**config.mk**
```make
export PLATFORM = sky130hd
export DESIGN_NAME = session_countdown_overtime_timer_core
export DESIGN_NICKNAME = d
export VERILOG_FILES = /design/src/hw/rtl/sct_pkg.sv /design/src/hw/rtl/sct_state.sv /design/src/hw/rtl/sct_format.sv /design/src/hw/rtl/session_countdown_overtime_timer_core.sv
export SDC_FILE = /design/constraint.sdc
export NUM_CORES = 1
export LEC_CHECK = 0
export BUFFER_PORTS_ARGS = -buffer_cell sky130_fd_sc_hd__buf_2
export CAP_MARGIN = 20
export CORE_AREA = 8 8 180 114
export CTS_CLUSTER_SIZE = 25
export DETAILED_ROUTE_END_ITERATION = 10
export DIE_AREA = 0 0 188 122
export PLACE_DENSITY = 0.69
export SYNTH_ARGS = -nofsm -noshare
export SYNTH_HDL_FRONTEND = slang
export SYNTH_SLANG_ARGS = --single-unit
export TNS_END_PERCENT = 100
```
**constraint.sdc**
```tcl
create_clock -name aclk -period 5.8 [get_ports aclk]
set_input_delay 0 -clock aclk [delete_from_list [all_inputs] [get_ports aclk]]
set_output_delay 0 -clock aclk [all_outputs]
set_load 0.005 [all_outputs]
```
**src/hw/rtl/sct_pkg.sv**
```systemverilog
package sct_pkg;

    // Default width of the countdown and overtime counters.
    localparam int COUNT_BITS_DEF = 17;

    // Fixed field widths of the streams.
    localparam int OP_W   = 3;
    localparam int LOAD_W = 17;
    localparam int MIN_W  = 12;
    localparam int SEC_W  = 6;

    // Saturation point of the minutes field and the seconds shown with it.
    localparam logic [MIN_W-1:0] MIN_FIELD_MAX = 12'd4095;
    localparam logic [SEC_W-1:0] SEC_FIELD_MAX = 6'd59;

    // Command codes carried in the input tuser.
    typedef enum logic [OP_W-1:0] {
        OP_TICK   = 3'd0,
        OP_START  = 3'd1,
        OP_LOAD   = 3'd2,
        OP_STOP   = 3'd3,
        OP_PAUSE  = 3'd4,
        OP_RESUME = 3'd5,
        OP_FREE   = 3'd6
    } opcode_t;

    // Run status of the session.
    typedef enum logic [1:0] {
        ST_STOPPED = 2'd0,
        ST_ACTIVE  = 2'd1,
        ST_PAUSED  = 2'd2,
        ST_FREE    = 2'd3
    } status_t;

    // What the display shows.
    typedef enum logic [2:0] {
        DISP_STOPPED = 3'd0,
        DISP_FREE    = 3'd1,
        DISP_WAIT    = 3'd2,
        DISP_TIME    = 3'd3,
        DISP_PAUSED  = 3'd4
    } disp_t;

    // Status fields that travel alongside the shown count.
    typedef struct packed {
        status_t status;
        logic    down;
        logic    relay;
        disp_t   mode;
    } view_t;

endpackage

```
**src/hw/rtl/sct_state.sv**
```systemverilog
module sct_state #(
    parameter int COUNT_BITS = sct_pkg::COUNT_BITS_DEF
) (
    input  logic                        aclk,
    input  logic                        aresetn,
    input  logic                        in_valid,
    output logic                        in_ready,
    input  sct_pkg::opcode_t            in_opcode,
    input  logic [sct_pkg::LOAD_W-1:0]  in_load,
    output logic                        out_valid,
    input  logic                        out_ready,
    output sct_pkg::view_t              out_view,
    output logic [COUNT_BITS-1:0]       out_shown
);

    sct_pkg::status_t        status_reg, status_next;
    logic [COUNT_BITS-1:0]   left_reg, left_next;
    logic [COUNT_BITS-1:0]   over_reg, over_next;
    logic                    down_reg, down_next;
    logic                    relay_reg, relay_next;

    logic                    snap_valid_reg;
    sct_pkg::view_t          snap_view_reg, snap_view_next;
    logic [COUNT_BITS-1:0]   snap_shown_reg, snap_shown_next;

    logic                    accept;
    logic                    load_sat;

    // The snapshot stage takes a new transaction when empty or being drained.
    assign in_ready = !snap_valid_reg || out_ready;
    assign accept   = in_valid && in_ready;

    // A load longer than the counter can hold sticks at the counter's maximum.
    assign load_sat = (33'(in_load) > 33'({COUNT_BITS{1'b1}}));

    // Command decode and next session state.
    always_comb begin
        status_next = status_reg;
        left_next   = left_reg;
        over_next   = over_reg;
        down_next   = down_reg;
        relay_next  = relay_reg;
        case (in_opcode)
            sct_pkg::OP_TICK: begin
                if (status_reg == sct_pkg::ST_ACTIVE) begin
                    if (down_reg) begin
                        if (left_reg != '0) begin
                            left_next = left_reg - COUNT_BITS'(1);
                        end else begin
                            down_next = 1'b0;
                            over_next = '0;
                        end
                    end else if (over_reg != {COUNT_BITS{1'b1}}) begin
                        over_next = over_reg + COUNT_BITS'(1);
                    end
                end
            end
            sct_pkg::OP_START: begin
                status_next = sct_pkg::ST_ACTIVE;
                left_next   = '0;
                over_next   = '0;
                down_next   = 1'b1;
                relay_next  = 1'b1;
            end
            sct_pkg::OP_LOAD: begin
                over_next = '0;
                down_next = 1'b1;
                if (in_load == '0) begin
                    left_next = '0;
                end else begin
                    left_next  = load_sat ? {COUNT_BITS{1'b1}} : COUNT_BITS'(in_load);
                    relay_next = 1'b1;
                end
            end
            sct_pkg::OP_STOP: begin
                status_next = sct_pkg::ST_STOPPED;
                left_next   = '0;
                over_next   = '0;
                relay_next  = 1'b0;
            end
            sct_pkg::OP_PAUSE: begin
                if (status_reg == sct_pkg::ST_ACTIVE) begin
                    status_next = sct_pkg::ST_PAUSED;
                end
            end
            sct_pkg::OP_RESUME: begin
                if (status_reg == sct_pkg::ST_PAUSED) begin
                    status_next = sct_pkg::ST_ACTIVE;
                end
            end
            sct_pkg::OP_FREE: begin
                status_next = sct_pkg::ST_FREE;
                left_next   = '0;
                over_next   = '0;
                relay_next  = 1'b1;
            end
            default: begin
            end
        endcase
    end

    // Display mode and shown count, taken from the updated state.
    always_comb begin
        snap_view_next.status = status_next;
        snap_view_next.down   = down_next;
        snap_view_next.relay  = relay_next;
        case (status_next)
            sct_pkg::ST_STOPPED: snap_view_next.mode = sct_pkg::DISP_STOPPED;
            sct_pkg::ST_FREE:    snap_view_next.mode = sct_pkg::DISP_FREE;
            sct_pkg::ST_PAUSED:  snap_view_next.mode = sct_pkg::DISP_PAUSED;
            default: begin
                if (down_next && left_next == '0 && over_next == '0) begin
                    snap_view_next.mode = sct_pkg::DISP_WAIT;
                end else begin
                    snap_view_next.mode = sct_pkg::DISP_TIME;
                end
            end
        endcase
        if (snap_view_next.mode inside {sct_pkg::DISP_TIME, sct_pkg::DISP_PAUSED}) begin
            snap_shown_next = down_next ? left_next : over_next;
        end else begin
            snap_shown_next = '0;
        end
    end

    // Session state registers.
    always_ff @(posedge aclk) begin
        if (!aresetn) begin
            status_reg <= sct_pkg::ST_STOPPED;
            left_reg   <= '0;
            over_reg   <= '0;
            down_reg   <= 1'b1;
            relay_reg  <= 1'b0;
        end else if (accept) begin
            status_reg <= status_next;
            left_reg   <= left_next;
            over_reg   <= over_next;
            down_reg   <= down_next;
            relay_reg  <= relay_next;
        end
    end

    // Snapshot stage handed to the formatter.
    always_ff @(posedge aclk) begin
        if (!aresetn) begin
            snap_valid_reg <= 1'b0;
        end else if (in_ready) begin
            snap_valid_reg <= in_valid;
        end
    end

    always_ff @(posedge aclk) begin
        if (accept) begin
            snap_view_reg  <= snap_view_next;
            snap_shown_reg <= snap_shown_next;
        end
    end

    assign out_valid = snap_valid_reg;
    assign out_view  = snap_view_reg;
    assign out_shown = snap_shown_reg;

`ifndef NO_ASSERTIONS
    // Overtime only ever runs after the countdown has ended.
    a_over_only_up: assert property (@(posedge aclk) disable iff (!aresetn)
        (over_reg != '0) |-> !down_reg)
        else $error("overtime counts while counting down");

    // Counting up means the countdown sits at zero.
    a_left_zero_up: assert property (@(posedge aclk) disable iff (!aresetn)
        !down_reg |-> (left_reg == '0))
        else $error("remaining time nonzero in overtime");

    // Modes without time carry a zero count.
    a_shown_blank: assert property (@(posedge aclk) disable iff (!aresetn)
        (snap_valid_reg && snap_view_reg.mode != sct_pkg::DISP_TIME
         && snap_view_reg.mode != sct_pkg::DISP_PAUSED) |-> (snap_shown_reg == '0))
        else $error("shown count set in a mode without time");
`endif

endmodule

```
**src/hw/rtl/sct_format.sv**
```systemverilog
module sct_format #(
    parameter int COUNT_BITS = sct_pkg::COUNT_BITS_DEF
) (
    input  logic                        aclk,
    input  logic                        aresetn,
    input  logic                        in_valid,
    output logic                        in_ready,
    input  sct_pkg::view_t              in_view,
    input  logic [COUNT_BITS-1:0]       in_shown,
    output logic                        out_valid,
    input  logic                        out_ready,
    output sct_pkg::view_t              out_view,
    output logic [sct_pkg::MIN_W-1:0]   out_minutes,
    output logic [sct_pkg::SEC_W-1:0]   out_seconds
);

    // The count is split as 4*y + lo; y/15 comes from a reciprocal product.
    localparam int Y_W   = COUNT_BITS - 2;
    localparam int SHIFT = Y_W + 4;
    localparam int R_W   = Y_W + 1;
    localparam int P_W   = Y_W + R_W;
    localparam int Q_W   = P_W - SHIFT;
    localparam longint unsigned RECIP = (64'd1 << SHIFT) / 15;
    localparam logic [R_W-1:0] RECIP_C = R_W'(RECIP);

    logic                   mul_valid_reg;
    sct_pkg::view_t         mul_view_reg;
    logic [P_W-1:0]         mul_prod_reg;
    logic [Y_W-1:0]         mul_y_reg;
    logic [1:0]             mul_lo_reg;
    logic                   mul_ready;

    logic                   res_valid_reg;
    sct_pkg::view_t         res_view_reg;
    logic [sct_pkg::MIN_W-1:0] res_min_reg, res_min_next;
    logic [sct_pkg::SEC_W-1:0] res_sec_reg, res_sec_next;
    logic                   res_ready;

    logic [Q_W-1:0]         quot_est;
    logic [Y_W:0]           rem_est;
    logic                   rem_fix;
    logic [Q_W-1:0]         quot;
    logic [3:0]             rem;

    assign res_ready = !res_valid_reg || out_ready;
    assign mul_ready = !mul_valid_reg || res_ready;
    assign in_ready  = mul_ready;

    // Multiply stage: estimate of y/15, low by at most one.
    always_ff @(posedge aclk) begin
        if (!aresetn) begin
            mul_valid_reg <= 1'b0;
        end else if (mul_ready) begin
            mul_valid_reg <= in_valid;
        end
    end

    always_ff @(posedge aclk) begin
        if (mul_ready && in_valid) begin
            mul_view_reg <= in_view;
            mul_prod_reg <= P_W'(in_shown[COUNT_BITS-1:2]) * P_W'(RECIP_C);
            mul_y_reg    <= in_shown[COUNT_BITS-1:2];
            mul_lo_reg   <= in_shown[1:0];
        end
    end

    // Correction by one step, then minutes and seconds with saturation.
    always_comb begin
        quot_est = mul_prod_reg[P_W-1:SHIFT];
        rem_est  = (Y_W + 1)'(mul_y_reg)
                 - (((Y_W + 1)'(quot_est) << 4) - (Y_W + 1)'(quot_est));
        rem_fix  = (rem_est >= (Y_W + 1)'(15));
        quot     = quot_est + Q_W'(rem_fix);
        rem      = rem_fix ? 4'(rem_est - (Y_W + 1)'(15)) : 4'(rem_est);
        if (33'(quot) > 33'(sct_pkg::MIN_FIELD_MAX)) begin
            res_min_next = sct_pkg::MIN_FIELD_MAX;
            res_sec_next = sct_pkg::SEC_FIELD_MAX;
        end else begin
            res_min_next = sct_pkg::MIN_W'(quot);
            res_sec_next = {rem, mul_lo_reg};
        end
    end

    // Result register toward the output channel.
    always_ff @(posedge aclk) begin
        if (!aresetn) begin
            res_valid_reg <= 1'b0;
        end else if (res_ready) begin
            res_valid_reg <= mul_valid_reg;
        end
    end

    always_ff @(posedge aclk) begin
        if (res_ready && mul_valid_reg) begin
            res_view_reg <= mul_view_reg;
            res_min_reg  <= res_min_next;
            res_sec_reg  <= res_sec_next;
        end
    end

    assign out_valid   = res_valid_reg;
    assign out_view    = res_view_reg;
    assign out_minutes = res_min_reg;
    assign out_seconds = res_sec_reg;

`ifndef NO_ASSERTIONS
    // The corrected remainder always lands below one minute.
    a_sec_range: assert property (@(posedge aclk) disable iff (!aresetn)
        res_valid_reg |-> (res_sec_reg <= sct_pkg::SEC_FIELD_MAX))
        else $error("seconds field out of range");

    // The reciprocal estimate is never off by more than one.
    a_est_close: assert property (@(posedge aclk) disable iff (!aresetn)
        mul_valid_reg |-> (rem_est < (Y_W + 1)'(30)))
        else $error("quotient estimate off by more than one");

    // A transaction taken in is held in the multiply stage next cycle.
    a_stage_fill: assert property (@(posedge aclk) disable iff (!aresetn)
        (in_valid && in_ready) |=> mul_valid_reg)
        else $error("accepted transaction lost in multiply stage");
`endif

endmodule

```
**src/hw/rtl/session_countdown_overtime_timer_core.sv**
```systemverilog
// Channel  Dir  Ports             Contents
// s_       in   tvalid/tready     tuser: opcode; tdata: load_value
// m_       out  tvalid/tready     tdata: status, flags, display mode, minutes, seconds
//
// One transaction is accepted per cycle while s_tready is high; it passes the snapshot,
// multiply and result registers in that order before m_tvalid rises.
// The stages are the state update, the reciprocal multiply and the result register.
// Reset (aresetn low at a clock edge) stops the session and empties the pipeline.
// A stalled m_ side fills the stages before s_tready drops.
module session_countdown_overtime_timer_core #(
    parameter int COUNT_BITS = sct_pkg::COUNT_BITS_DEF
) (
    input  logic        aclk,
    input  logic        aresetn,
    input  logic        s_tvalid,
    output logic        s_tready,
    input  logic [23:0] s_tdata,   // [16:0] load_value, [23:17] zero
    input  logic [2:0]  s_tuser,   // [2:0] opcode
    output logic        m_tvalid,
    input  logic        m_tready,
    output logic [31:0] m_tdata    // [1:0] run_state, [2] counting_down, [3] relay_on,
                                   // [6:4] display_mode, [18:7] shown_minutes,
                                   // [24:19] shown_seconds, [31:25] zero
);

    logic                       snap_valid;
    logic                       snap_ready;
    sct_pkg::view_t             snap_view;
    logic [COUNT_BITS-1:0]      snap_shown;
    sct_pkg::view_t             res_view;
    logic [sct_pkg::MIN_W-1:0]  res_minutes;
    logic [sct_pkg::SEC_W-1:0]  res_seconds;

    sct_state #(
        .COUNT_BITS (COUNT_BITS)
    ) u_state (
        .aclk      (aclk),
        .aresetn   (aresetn),
        .in_valid  (s_tvalid),
        .in_ready  (s_tready),
        .in_opcode (sct_pkg::opcode_t'(s_tuser)),
        .in_load   (s_tdata[sct_pkg::LOAD_W-1:0]),
        .out_valid (snap_valid),
        .out_ready (snap_ready),
        .out_view  (snap_view),
        .out_shown (snap_shown)
    );

    sct_format #(
        .COUNT_BITS (COUNT_BITS)
    ) u_format (
        .aclk        (aclk),
        .aresetn     (aresetn),
        .in_valid    (snap_valid),
        .in_ready    (snap_ready),
        .in_view     (snap_view),
        .in_shown    (snap_shown),
        .out_valid   (m_tvalid),
        .out_ready   (m_tready),
        .out_view    (res_view),
        .out_minutes (res_minutes),
        .out_seconds (res_seconds)
    );

    // Pack the result fields, highest field first.
    assign m_tdata = {7'b0, res_seconds, res_minutes, res_view.mode,
                      res_view.relay, res_view.down, res_view.status};

endmodule

```
-- Word-level counts from Yosys, hierarchy flattened
Index checks and enable logic that the tools add are counted.
- $add $sub $neg: 6
- $mul: 1
- magnitude comparators: 1
- equal/unequal tests: 13
- multiplexer cells: 23
- reduce and logical (&&, ||, !) cells: 22
- operator list (kind ; number):
    two-way mux 17 bit ; 9
    logical NOT 17 bit ; 3
    one-hot mux 17 bit (3 select lines) ; 1
    one-hot mux 17 bit (2 select lines) ; 1
    multiplier 15 x 13 -> 28 bit (second input constant) ; 1
    adder 17 x 1 -> 17 bit (second input constant) ; 1
    != test 17 bit (second input constant) ; 1
    nonzero test 17 bit ; 1
    subtractor 17 x 1 -> 17 bit (second input constant) ; 1
    greater-or-equal comparator 16 x 4 -> 1 bit (second input constant) ; 1
    subtractor 15 x 16 -> 16 bit ; 1
    subtractor 16 x 12 -> 16 bit ; 1
    adder 12 x 1 -> 12 bit ; 1
    == test 3 bit (second input constant) ; 4
    one-hot mux 2 bit (5 select lines) ; 1
    == test 3 x 2 -> 1 bit (second input constant) ; 3
    one-hot mux 3 bit (3 select lines) ; 1
    == test 2 bit (second input constant) ; 3
    logical AND 1 bit ; 5
    two-way mux 1 bit ; 5
    two-way mux 2 bit ; 2
    two-way mux 4 bit ; 1
    OR reduction 2 bit ; 2
    OR reduction 4 bit ; 1
    11 further kinds ; 15
- register bits: 142
- input port bits: 31
- output and inout port bits: 34
- logic and storage cells: 92

-- Longest topological paths before layout
- depth after elaboration: 12
- depth in mapped cells: 18

-- By module
From an unflattened synthesis, not the netlist that was laid out.
- cells, all modules: 994
- area total of the unflattened synthesis: 9268.9 µm²
- modules (own cells, without submodules) (module ; instances ; cells an instance ; area an instance (µm²)):
    sct_format ; 1 ; 471 ; 5063.6
    sct_state ; 1 ; 515 ; 4149.0
    session_countdown_overtime_timer_core ; 1 ; 8 ; 56.3

-- Worst setup path after synthesis
No wires, ideal clock.
- kind: reg-to-reg
- start point: register u_format.mul_prod_reg[25]
- end point: register u_format.res_min_reg, in the netlist u_format.out_minutes[8], data pin
- arrival: 3.894 ns
- required time: 5.540 ns
- slack: 1.647 ns
- cell stages (with the launch flop): 17
- path through: edfxtp_1 > fa_1 > inv_1 > ha_1 > a41oi_1 > a211oi_1 > a2111oi_0 > o2111ai_1 > nor4_1 > nand3b_1 > or4b_2 > ha_1 > ha_1 > nand2_1 > or2_2 > nor3_1 > xnor2_1
- cells in the longest elaborated chain, start to end: 4
- ends and longest elaborated chain (what ; RTL line ; text):
    start, declared ; sct_format.sv:28 ; logic [P_W-1:0] mul_prod_reg;
    start signal, assigned ; sct_format.sv:61 ; mul_prod_reg <= P_W'(in_shown[COUNT_BITS-1:2]) * P_W'(RECIP_C);
    subtractor 16 x 12 -> 16 bit ; sct_format.sv:71 ; - (((Y_W + 1)'(quot_est) << 4) - (Y_W + 1)'(quot_est));
    subtractor 15 x 16 -> 16 bit ; sct_format.sv:71 ;
    greater-or-equal comparator 16 x 4 -> 1 bit ; sct_format.sv:72 ; rem_fix = (rem_est >= (Y_W + 1)'(15));
    adder 12 x 1 -> 12 bit * ; sct_format.sv:73 ; quot = quot_est + Q_W'(rem_fix);
    named net u_format.quot[8] ; sct_format.sv:42 ; logic [Q_W-1:0] quot;
    end signal, assigned ; sct_format.sv:96 ; res_min_reg <= res_min_next;
    end, declared ; sct_format.sv:35 ; logic [sct_pkg::MIN_W-1:0] res_min_reg, res_min_next;
The timed path passes the listed nets; every way through them passes the cells marked *.
A chain may end at the register's enable or synchronous reset.

-- Worst setup path in the final report
- start point: register u_format.mul_prod_reg[23]
- end point: register u_format.res_min_reg, in the netlist u_format.out_minutes[10], data pin
Same word-level chain as after synthesis.

==> impl_metrics.yaml <==
routing:
  ant_nets: 0
  vias_per_cell: 6.01
  wl_per_cell_um: 18.7
  drtPass1Iterations: 7
  drc: 0
  vias: 7503
  initialDrtViolationCount: 914
  wl_mm: 23.4
critical_path:
  crit_path_end_kind: "register"
  cpPeakStageDelay_ps: 770
  crit_chain: "fa_1, inv_1, ha_1, a41oi_1, a211oi_1, a2111oi_0, o2111ai_1, nor4_1, nand3b_1, or4b_2, ha_1, ha_1, nand2_1, or2_2, nor2_1, xnor2_1"
  crit_required_ps: 5960
  startpoint_type: "register"
  r2r_setup_slack_ps: 1030
  worst-path-buf-inv: 1
  crit_arrival_ps: 4930
  crit_type: "register to register"
  cp_top_family: "simple AND/OR/NAND/NOR gates"
  cp.depth: 16
  path_common_cell: "ha_1"
  r2r-end: "u_format.out_minutes[10]"
  crit_path_max_fanout: 8
  r2r_start: "u_format.mul_prod_reg[23]"
  critPathSlowestCell: "or4b_2"
  r2r_cells: 16
yosys:
  yosys.area.top_type: "edfxtp_1"
  syn_avg_cell_area_um2: 9.51
  ys_warn_count: 0
  ys_ff_latch: 126
  yosys-top-cells-area: "edfxtp_1 (28%), ha_1 (13%), dfxtp_1 (9.1%)"
  synthDistinctLibCells: 76
  synth_edf_count: 85
  synth-async-reset-ratio_pct: 0
  seq_area_frac_synth_pct: 37.4
  synth_area_um2: 9030
  synth-main-ff-cell: "edfxtp_1"
  synth_cells: 949
  synth_top_area_share_pct: 28.3
floorplanning:
  rows: 38
  die_y_um: 122
  die_area_um2: 22900
  die_w_um: 188
  fp.coreArea_um2: 17700
  initial_utilization_pct: 50.9
  ios: 65
global_route:
  antenna_found_initial: 0
  gr-total-overflow: 0
  grt.total_usage_pct: 20.5
  grt_start_max_net_pins: 59
  use_met1_pct: 31.2
  grt_first_pass_wirelength_mm: 37.4
  grt_busiest_layer: "met1"
  grt_pass1_vias: 6889
  grt_use_met2_pct: 26.3
  use_met3_pct: 8.16
place:
  dp_hpwl_mm: 18.2
  place_inst: 1209
  placed_area_um2: 9470
  pre_cts_ws_ps: 1140
  gp_congestion: 0.923
  io_buffers: 50
sta:
  worst_pin_slew_ps: 857
  finalHoldViolCount: 0
  drv_slew: 0
  period_needed_ps: 4770
  fin_skew_ps: 18.5
  period_share_pct: 82.2
  rsz0062_at_grt: "false"
  finalSetupViolCount: 0
  slew_headroom_pct: 42.8
  hold_slack_ps: 30.6
  final.setup.tns_ps: 0
  fin_ws_ps: 1030
  clock.fmax_mhz: 210
cts:
  cts.clk_slew.worst_paths_ps: 60
  post_cts_resized: 0
  clockBufferDepth: 2
  cts-root-buf: "clkbuf_16"
  post-cts-setup-buffers: 0
  postCtsHoldBufs: 5
  tritoncts: "yes"
  cts_made_buffers: 17
  cts.htree.levels: 4
  clock-sinks: 126
  clock_latency_ps: 430
power_and_ir_drop:
  total_switching_power_mw: 1.17
  totalPowerFinal_mw: 3.28
  seq_power_share_pct: 34.4
  power_leakage_nw: 4.44
  ir_drop_mv: 0.246
  p_int_mw: 2.11
  power_frac_comb_pct: 33.0
  p_sw_share_pct: 35.7
  clkPwrFrac_pct: 32.6
  power-per-cell-area_nw_per_um2: 324
layout:
  area_growth_pct: 12.3
  n_antenna_cell: 0
  utilization_pct: 57.2
  fillers: 1540
  drive_gt1_share_pct: 11.6
  final_cell_area_um2: 10100
  layout_commonest_cell: "inv_1"
  fin_nets: 1137
  layout.cells.non_filler: 1248
  layout_common_cells: "inv_1 (99), ha_1 (94), edfxtp_1 (85), nand2_1 (82), nor2_1 (69)"
min_path:
  min_path_cells: 4
  holdCritPathClass: "primary input to register"
  holdPathEnd: "u_state.left_reg[3]"
  min_from: "s_tdata[3]"
run:
  cap_violations: 0
run_status:
  status: "completed"
## area by class of cell
class,instances,area [um^2],share of cell area [%]
Sequential cell,126,3370,33.3
Tap cell,240,300,2.96
Multi-Input combinational cell,688,5130,50.6
Clock inverter,15,168,1.65
Inverter,100,375,3.70
Clock buffer,17,425,4.20
Timing Repair Buffer,62,365,3.60
## worst max path at each step
stage	end	startpoint	slack, ps
after floorplan	u_format.out_minutes[8]	u_format.mul_prod_reg[25]	1650
after global placement	u_format.out_minutes[10]	u_format.mul_prod_reg[20]	1160
after detailed placement	u_format.out_minutes[10]	u_format.mul_prod_reg[23]	1140
after CTS	u_format.out_minutes[10]	u_format.mul_prod_reg[23]	1100
after global routing	u_format.out_minutes[10]	u_format.mul_prod_reg[28]	600
final	u_format.out_minutes[10]	u_format.mul_prod_reg[23]	1030
## synth_stat cells, drive strengths merged (5+ instances only)
cell	n
inv	100
ha	94
edfxtp	85
nand2	82
nor2	69
dfxtp	41
a21oi	37
o21ai	31
clkbuf	27
nor3	27
a211oi	26
o211a	26
nand3	23
xnor2	21
nor4	20
fa	17
nand2b	17
buf	14
nand4	13
a31oi	12
nor3b	12
and2	11
xor2	11
or2	10
or3	8
nor2b	7
a41oi	6
and3	6
o21a	6
a21boi	5
a21o	5
a22oi	5
mux2i	5
or4	5
## worst reg2reg max path: stages, from the launching register on
cell and delay [ps]:
edfxtp_1 510, fa_1 550, inv_1 50, ha_1 390
a41oi_1 220, a211oi_1 90, a2111oi_0 350, o2111ai_1 170
nor4_1 410, nand3b_1 120, or4b_2 770, ha_1 270
ha_1 230, nand2_1 70, or2_2 140, nor2_1 60
xnor2_1 130
## per-layer routing
layer / vias to the layer above / part of all wire, % / routed length [um]
met5: - / 0 / 0
met4: 0 / 1.2 / 269
met3: 26 / 12 / 2710
met2: 362 / 37 / 8650
met1: 3546 / 50 / 11800
li1: 3569 / - / -
## kinds of logic (layout without fill, tap and decap cells)
| family | after synthesis | count (layout) | synth area share [%] |
|---|---|---|---|
| and+or+nand+nor | 325 | 325 | 19.1 |
| AOI/OAI and AO/OA | 207 | 207 | 16.7 |
| buffers and inverters | 141 | 194 | 6.24 |
| DFF | 126 | 126 | 37.4 |
| adders and majority gates | 111 | 111 | 16.8 |
| xor gates and xnor gates | 32 | 32 | 3.10 |
| muxes | 6 | 6 | 0.679 |
| other | 1 | 7 | 0.0415 |
## power by group through the flow
stage / Combinational [mW] / Sequential, mW / Clock (mW)
2_1_floorplan: 0.803 / 1.12 / 0
3_3_place_gp: 1.03 / 1.15 / 0
3_5_place_dp: 1.05 / 1.15 / 0
4_1_cts: 1.06 / 1.13 / 1.09
5_1_grt: 1.22 / 1.14 / 1.12
6_report: 1.08 / 1.13 / 1.07
No activity file was read; power rests on OpenSTA's default activity.
